[src/sgbl_pkg.sv]
// Shared types and codes for the spatial grid bucket list block.
package sgbl_pkg;

  // Request codes.
  localparam logic [2:0] REQ_INSERT    = 3'd0;
  localparam logic [2:0] REQ_REMOVE    = 3'd1;
  localparam logic [2:0] REQ_MOVE      = 3'd2;
  localparam logic [2:0] REQ_READ_HEAD = 3'd3;
  localparam logic [2:0] REQ_READ_NEXT = 3'd4;

  // Status codes.
  localparam logic [1:0] ST_OK        = 2'd0;
  localparam logic [1:0] ST_NOT_FOUND = 2'd1;
  localparam logic [1:0] ST_BAD_INDEX = 2'd2;

  // Widest index and cell number carried between the sequencer and the store.
  localparam int unsigned ADDR_W = 8;

  // Access requests from the sequencer to the list store.
  typedef struct packed {
    logic              head_rd;
    logic [ADDR_W-1:0] head_raddr;
    logic              head_wr;
    logic [ADDR_W-1:0] head_waddr;
    logic [ADDR_W-1:0] head_wdata;
    logic              obj_rd;
    logic [ADDR_W-1:0] obj_raddr;
    logic              link_wr;
    logic              cell_wr;
    logic [ADDR_W-1:0] obj_waddr;
    logic [ADDR_W-1:0] link_wdata;
    logic [ADDR_W-1:0] cell_wdata;
  } mem_req_t;

  // Registered read data from the list store.
  typedef struct packed {
    logic [ADDR_W-1:0] head_data;
    logic [ADDR_W-1:0] link_data;
    logic [ADDR_W-1:0] cell_data;
  } mem_rsp_t;

endpackage

[src/sgbl_store.sv]
// List store: cell head memory and per-object link and cell memories.
module sgbl_store #(
  parameter int GRID_BITS   = 3,
  parameter int MAX_OBJECTS = 256
) (
  input  logic               clk,
  input  logic               rst,
  input  sgbl_pkg::mem_req_t mreq,
  output sgbl_pkg::mem_rsp_t mrsp,
  output logic               clearing
);

  localparam int CELL_W      = 2 * GRID_BITS;
  localparam int CELL_COUNT  = 1 << CELL_W;
  localparam int IDX_W       = $clog2(MAX_OBJECTS);
  localparam int CLEAR_COUNT = (MAX_OBJECTS > CELL_COUNT) ? MAX_OBJECTS : CELL_COUNT;
  localparam int CLR_W       = $clog2(CLEAR_COUNT);

  logic [sgbl_pkg::ADDR_W-1:0] head_mem [CELL_COUNT];
  logic [sgbl_pkg::ADDR_W-1:0] link_mem [MAX_OBJECTS];
  logic [CELL_W-1:0]           cell_mem [MAX_OBJECTS];

  logic [sgbl_pkg::ADDR_W-1:0] head_q;
  logic [sgbl_pkg::ADDR_W-1:0] link_q;
  logic [CELL_W-1:0]           cell_q;

  logic [CELL_W-1:0] head_ra;
  logic [CELL_W-1:0] head_wa;
  logic [IDX_W-1:0]  obj_ra;
  logic [IDX_W-1:0]  obj_wa;
  logic [CLR_W-1:0]  clr_idx;
  logic              clr_obj;

  assign head_ra = mreq.head_raddr[CELL_W-1:0];
  assign head_wa = mreq.head_waddr[CELL_W-1:0];
  assign obj_ra  = mreq.obj_raddr[IDX_W-1:0];
  assign obj_wa  = mreq.obj_waddr[IDX_W-1:0];
  assign clr_obj = (32'(clr_idx) < 32'(MAX_OBJECTS));

  // Clearing pass after reset: per cycle one head entry is zeroed, and one object entry while the index is in range.
  always_ff @(posedge clk) begin
    if (rst) begin
      clearing <= 1'b1;
      clr_idx  <= '0;
    end else if (clearing) begin
      clr_idx <= clr_idx + CLR_W'(1);
      if (clr_idx == CLR_W'(CLEAR_COUNT - 1)) begin
        clearing <= 1'b0;
      end
    end
  end

  // Cell head memory with a registered read.
  always_ff @(posedge clk) begin
    if (clearing) begin
      head_mem[clr_idx[CELL_W-1:0]] <= '0;
    end else if (mreq.head_wr) begin
      head_mem[head_wa] <= mreq.head_wdata;
    end
    if (mreq.head_rd) begin
      head_q <= head_mem[head_ra];
    end
  end

  // Object link and cell memories, read together at one index.
  always_ff @(posedge clk) begin
    if (clearing) begin
      if (clr_obj) begin
        link_mem[clr_idx[IDX_W-1:0]] <= '0;
        cell_mem[clr_idx[IDX_W-1:0]] <= '0;
      end
    end else begin
      if (mreq.link_wr) begin
        link_mem[obj_wa] <= mreq.link_wdata;
      end
      if (mreq.cell_wr) begin
        cell_mem[obj_wa] <= mreq.cell_wdata[CELL_W-1:0];
      end
    end
    if (mreq.obj_rd) begin
      link_q <= link_mem[obj_ra];
      cell_q <= cell_mem[obj_ra];
    end
  end

  assign mrsp.head_data = head_q;
  assign mrsp.link_data = link_q;
  assign mrsp.cell_data = sgbl_pkg::ADDR_W'(cell_q);

endmodule

[config.mk]
export PLATFORM = sky130hd
export DESIGN_NAME = sgbl_store
export DESIGN_NICKNAME = d
export VERILOG_FILES = /design/src/sgbl_pkg.sv /design/src/sgbl_store.sv
export SDC_FILE = /design/constraint.sdc
export NUM_CORES = 2
export LEC_CHECK = 0
export ABC_AREA = 1
export BUFFER_PORTS_ARGS = -buffer_cell sky130_fd_sc_hd__buf_2
export CORE_MARGIN = 3
export CORE_UTILIZATION = 35
export CTS_BUF_LIST = sky130_fd_sc_hd__clkbuf_2 sky130_fd_sc_hd__clkbuf_4 sky130_fd_sc_hd__clkbuf_8
export CTS_CLUSTER_SIZE = 20
export DETAILED_ROUTE_END_ITERATION = 10
export HOLD_SLACK_MARGIN = 0.06
export PLACE_DENSITY_LB_ADDON = 0.15
export SLEW_MARGIN = 10
export SYNTH_ARGS = -nofsm -noshare
export SYNTH_HDL_FRONTEND = slang
export SYNTH_SLANG_ARGS = --single-unit
[constraint.sdc]
create_clock -name clk -period 12.3 [get_ports clk]
set_input_delay 2.46 -clock clk [delete_from_list [all_inputs] [get_ports clk]]
set_output_delay 2.46 -clock clk [all_outputs]
set_load 0.05 [all_outputs]
# Word-level counts from Yosys, hierarchy flattened
# Memory sizes are Yosys's and may differ from the RTL's. A register that Yosys moved wholly into a read port is not among the register bits.
# Index checks and enable logic that the tools add are counted.
# totals
latchBits,0
ramBits,4096
mem_count,3
inputBits,63
elab_cells,32
reg_bits,9
out_inout_bits,25
rom_bits,0
# memory_table
memory,words,word_bits,read_ports,rd_ports_with_merged_regs,wr,line,rtl
link_mem,256,8,1,1,1,sgbl_store.sv:20,logic [sgbl_pkg::ADDR_W-1:0] link_mem [MAX_OBJECTS];
cell_mem,256,6,1,1,1,sgbl_store.sv:21,logic [CELL_W-1:0] cell_mem [MAX_OBJECTS];
head_mem,64,8,1,1,1,sgbl_store.sv:19,logic [sgbl_pkg::ADDR_W-1:0] head_mem [CELL_COUNT];
# op_classes
n_mul,0
reduce_logical,3
div_mod_pow,0
n_eq_ne,1
n_lt_le_gt_ge,0
mux,22
shift,0
add_sub_neg,1
bitwise,0
# op_table
op,n
8-bit 2-to-1 mux,4
1-bit 2-to-1 mux,16
8-bit OR reduction,2
6-bit 2-to-1 mux,2
8-bit by 1-bit adder with 8-bit output (second input constant),1
8-bit equality test (second input constant),1
6-bit OR reduction,1

# Longest topological paths before layout
# logic_depth
word_depth,5
mapped_depth,14
ltp_nobuf,11

# Worst setup path after synthesis
# Ideal clock, no wire load.
# synth_timing
kind,in2reg
startpoint,in mreq[24] (netlist name)
endpoint,"mem cell_mem[0][0] (netlist name), data pin"
path_buffers,1
setup_time_ns,1.392
slack_ns,2.318
arrival_ns,8.590
required_ns,10.908
path_stages,3
cell_sequence,nand2_4 buf_4 nor2_1
# synth_between
elab_chain_cells,5
# synth_rtl
element,line,rtl
from (decl),sgbl_store.sv:8,"input sgbl_pkg::mem_req_t mreq,"
1-bit 2-to-1 mux,sgbl_store.sv:76,if (mreq.cell_wr) begin
1-bit 2-to-1 mux,sgbl_store.sv:67,if (clearing) begin
1-bit 2-to-1 mux (not written as such),sgbl_store.sv:77,cell_mem[obj_wa] <= mreq.cell_wdata[CELL_W-1:0];
6-bit OR reduction (no source line),-,
6-bit 2-to-1 mux (no source line),-,
to (decl),sgbl_store.sv:21,
# No other way between the ends.

==> impl_metrics.json <==
{
  "r2r_cells": 11,
  "relSlewSlack_pct": 9.97,
  "syn_inst": 14100,
  "synth_largest_area_cell": "edfxtp_1",
  "place_hpwl_microns": 267000,
  "rsz0062_at_grt": "no",
  "worstPathArrival_ns": 6.71,
  "drv_cap": 0,
  "post-route-min-period_ns": 5.83,
  "nFillCells": 46100,
  "slowest_delay_ns": 0.68,
  "drive_above_1_share_pct": 10.1,
  "synth-seq-area-share_pct": 73.9,
  "tritoncts": "yes",
  "fin_crit_sh_pct": 47.4,
  "setup_tns_ns": 0,
  "synth.avg_cell_area_sq_um": 11.9,
  "die_area_sq_mm": 0.487,
  "htreeDepth": 6,
  "max_freq_mhz": 171,
  "crit_top_cell": "nand3_1",
  "hold_viol": 0,
  "yosys_register_bits": 4127,
  "fp-row-count": 253,
  "core_sq_mm": 0.476,
  "holdBufCountCts": 0,
  "dr.pass1.iters": 8,
  "dominantRegCellSynth": "edfxtp_1",
  "yosysMostFrequentCell": "edfxtp_1",
  "numCtsBuffers": 710,
  "critPathKind": "primary input to register",
  "cts_post_setup_buffers_inserted": 0,
  "critPathSlowestCell": "buf_4",
  "cts_resized": 0,
  "path_cells": "buf_8 -> buf_4 -> buf_4 -> buf_4 -> nand3_1 -> nand3_1 -> nand3_1 -> nand3_1 -> nand3_1 -> nand3_1 -> nand2_1 -> nand2_1 -> nand2_1",
  "p_per_area_mw_per_mm2": 154,
  "die_w_microns": 698,
  "status": "complete, no violations",
  "ys_top_cells_by_area": "edfxtp_1, nand3_1, nand2_1",
  "rr_endpoint": "link_mem[254][0]",
  "final_nets": 14100,
  "tightest_slew_ns": 1.35,
  "end_kind": "register",
  "grt.total_usage_pct": 19.7,
  "crit_family": "buffers and inverters",
  "ir_drop_v": 0.000124,
  "cts-root-to-sink-buffers": 4,
  "grt_pass1_vias": 104000,
  "routedWlPerCell_microns": 23.7,
  "io_pins": 88,
  "clk_pin_slew_ns": 0.07,
  "min_path_type": "register to register",
  "cts.sinks": 4127,
  "synth_top_area_share_pct": 73.7,
  "root_buffer": "clkbuf_8",
  "drc": 0,
  "final_antenna_net_count": 0,
  "place_area_sq_mm": 0.174,
  "viasPerCell": 5.10,
  "grt_pass1_wl_microns": 722000,
  "syn_area_sq_mm": 0.168,
  "final_cell_area_sq_mm": 0.187,
  "insertion_delay_ns": 1.25,
  "fin_skew_ns": 0.0780,
  "totalWireLength_microns": 496000,
  "critical_path_buf_inv_count": 4,
  "yosys_warnings": 0,
  "leakage_nw": 64.6,
  "async_flop_share_pct": 0,
  "cp.required_ns": 13.17,
  "gp_congestion": 0.782,
  "num_vias": 107000,
  "antenna_found_initial": 15,
  "fin_util_pct": 39.3,
  "min_from": "clr_idx[7]",
  "port_buffers": 79,
  "ys_types": 35,
  "r2r_start": "clearing",
  "worst-path-stages": 13,
  "start_kind": "primary input",
  "area_growth_pct": 11.6,
  "total_power_w": 0.0287,
  "cp_max_fo": 73,
  "synth_common_cells": "edfxtp_1, nand2_1, nand3_1",
  "cp-startpoint": "mreq[27]",
  "die_h_microns": 698,
  "grt_start_max_net_pins": 189,
  "setup_viol": 0,
  "synth-edff-count": 4118,
  "r2r_setup_slack_ns": 7.67,
  "grt-ovfl-total": 0,
  "drtIter0Drc": 8558,
  "start_util_pct": 35.2,
  "cp-endpoint": "link_q[1]",
  "maxSlewViolCount": 0
}
-- sequential cells by signal, summed over array words and instances (netlist names) --
register and cells:
link_mem 2048, cell_mem 1536, head_mem 512, clr_idx 8, head_q 8, link_q 8
cell_q 6, clearing 1
-- report_power, final --
group          internal, W  switching, W  total (W)
Sequential          0.0153     0.0000170     0.0153
Clock              0.00631       0.00561     0.0119
Combinational     0.000370       0.00115    0.00152
Total               0.0220       0.00678     0.0287
-- cell usage in the layout, fill, tap and decap left out, drive strengths merged --
master / count
a21oi: 32
o221ai: 7
clkbuf: 978
nand3: 3575
clkinv: 189
a31oi: 1
nor3b: 1
bufinv: 5
ha: 1
conb: 2
o211ai: 10
or2: 1
nor3: 35
buf: 282
inv: 129
o22ai: 121
nand4: 9
clkinvlp: 15
nor2: 902
o21ai: 336
diode: 5
edfxtp: 4118
nand2: 3826
dfxtp: 9
-- kinds of logic (layout without fill, tap and decap cells) --
kind of cell	count (synthesis)	after routing	share of synthesized area (%)
AO/OA/AOI/OAI	507	507	1.68
adder cells (fa/ha/maj)	1	1	0.00746
buffers and inverters	1074	1598	2.92
flip-flops	4127	4127	73.9
other	1	7	0.00224
AND/OR/NAND/NOR	8349	8349	21.5
-- metrics by stage --
step	hold slack, ns	worst slack [ns]	cells
after floorplan	0.465	2.32	14100
after global placement	0.512	5.26	19700
after detailed placement	0.514	5.26	19700
after CTS	0.525	6.61	21000
after global routing	0.583	6.42	21000
final	0.520	6.47	21000
-- worst min-delay path by stage --
stage / cells after the start / end / slack [ns]
finish: 2 / clr_idx[7] / 0.52
CTS: 2 / clr_idx[7] / 0.52
global placement: 2 / clr_idx[7] / 0.51
detailed placement: 2 / clr_idx[7] / 0.51
global route: 2 / clr_idx[7] / 0.58
floorplan: 2 / clr_idx[7] / 0.46
-- final cells by class --
type	count	area (sq um)	area share, %
multi-input cells	8859	39200	21.0
flip-flops and latches	4127	124000	66.2
clock buffers	977	11800	6.33
inverters	104	442	0.236
well taps	6375	7980	4.26
repair buffers	283	2350	1.26
clock inverters	234	1400	0.748
diodes	5	12.5	0.00669
-- layer usage --
metal | track usage [%] | vias up | routed length (microns) | share of wire (%)
met2 | 32.2 | 2650 | 236000 | 48
met3 | 2.78 | 764 | 24300 | 4.9
met5 | 0 | - | 45 | 0.0091
met1 | 27.2 | 53100 | 220000 | 44
li1 | - | 50300 | - | -
met4 | 6.28 | 6 | 15400 | 3.1
-- worst register-to-register path, cell delays in order (launching register included) --
cell and delay, ns:
dfxtp_1 0.68, inv_8 0.09, nand2_4 0.37, nand2_1 0.10
o21ai_1 0.51, inv_1 0.16, nor2_1 0.31, inv_1 0.19
nor2_1 0.19, nand2_2 0.42, buf_4 0.47, nor2_1 0.74
(Power assumes the default switching activity.)
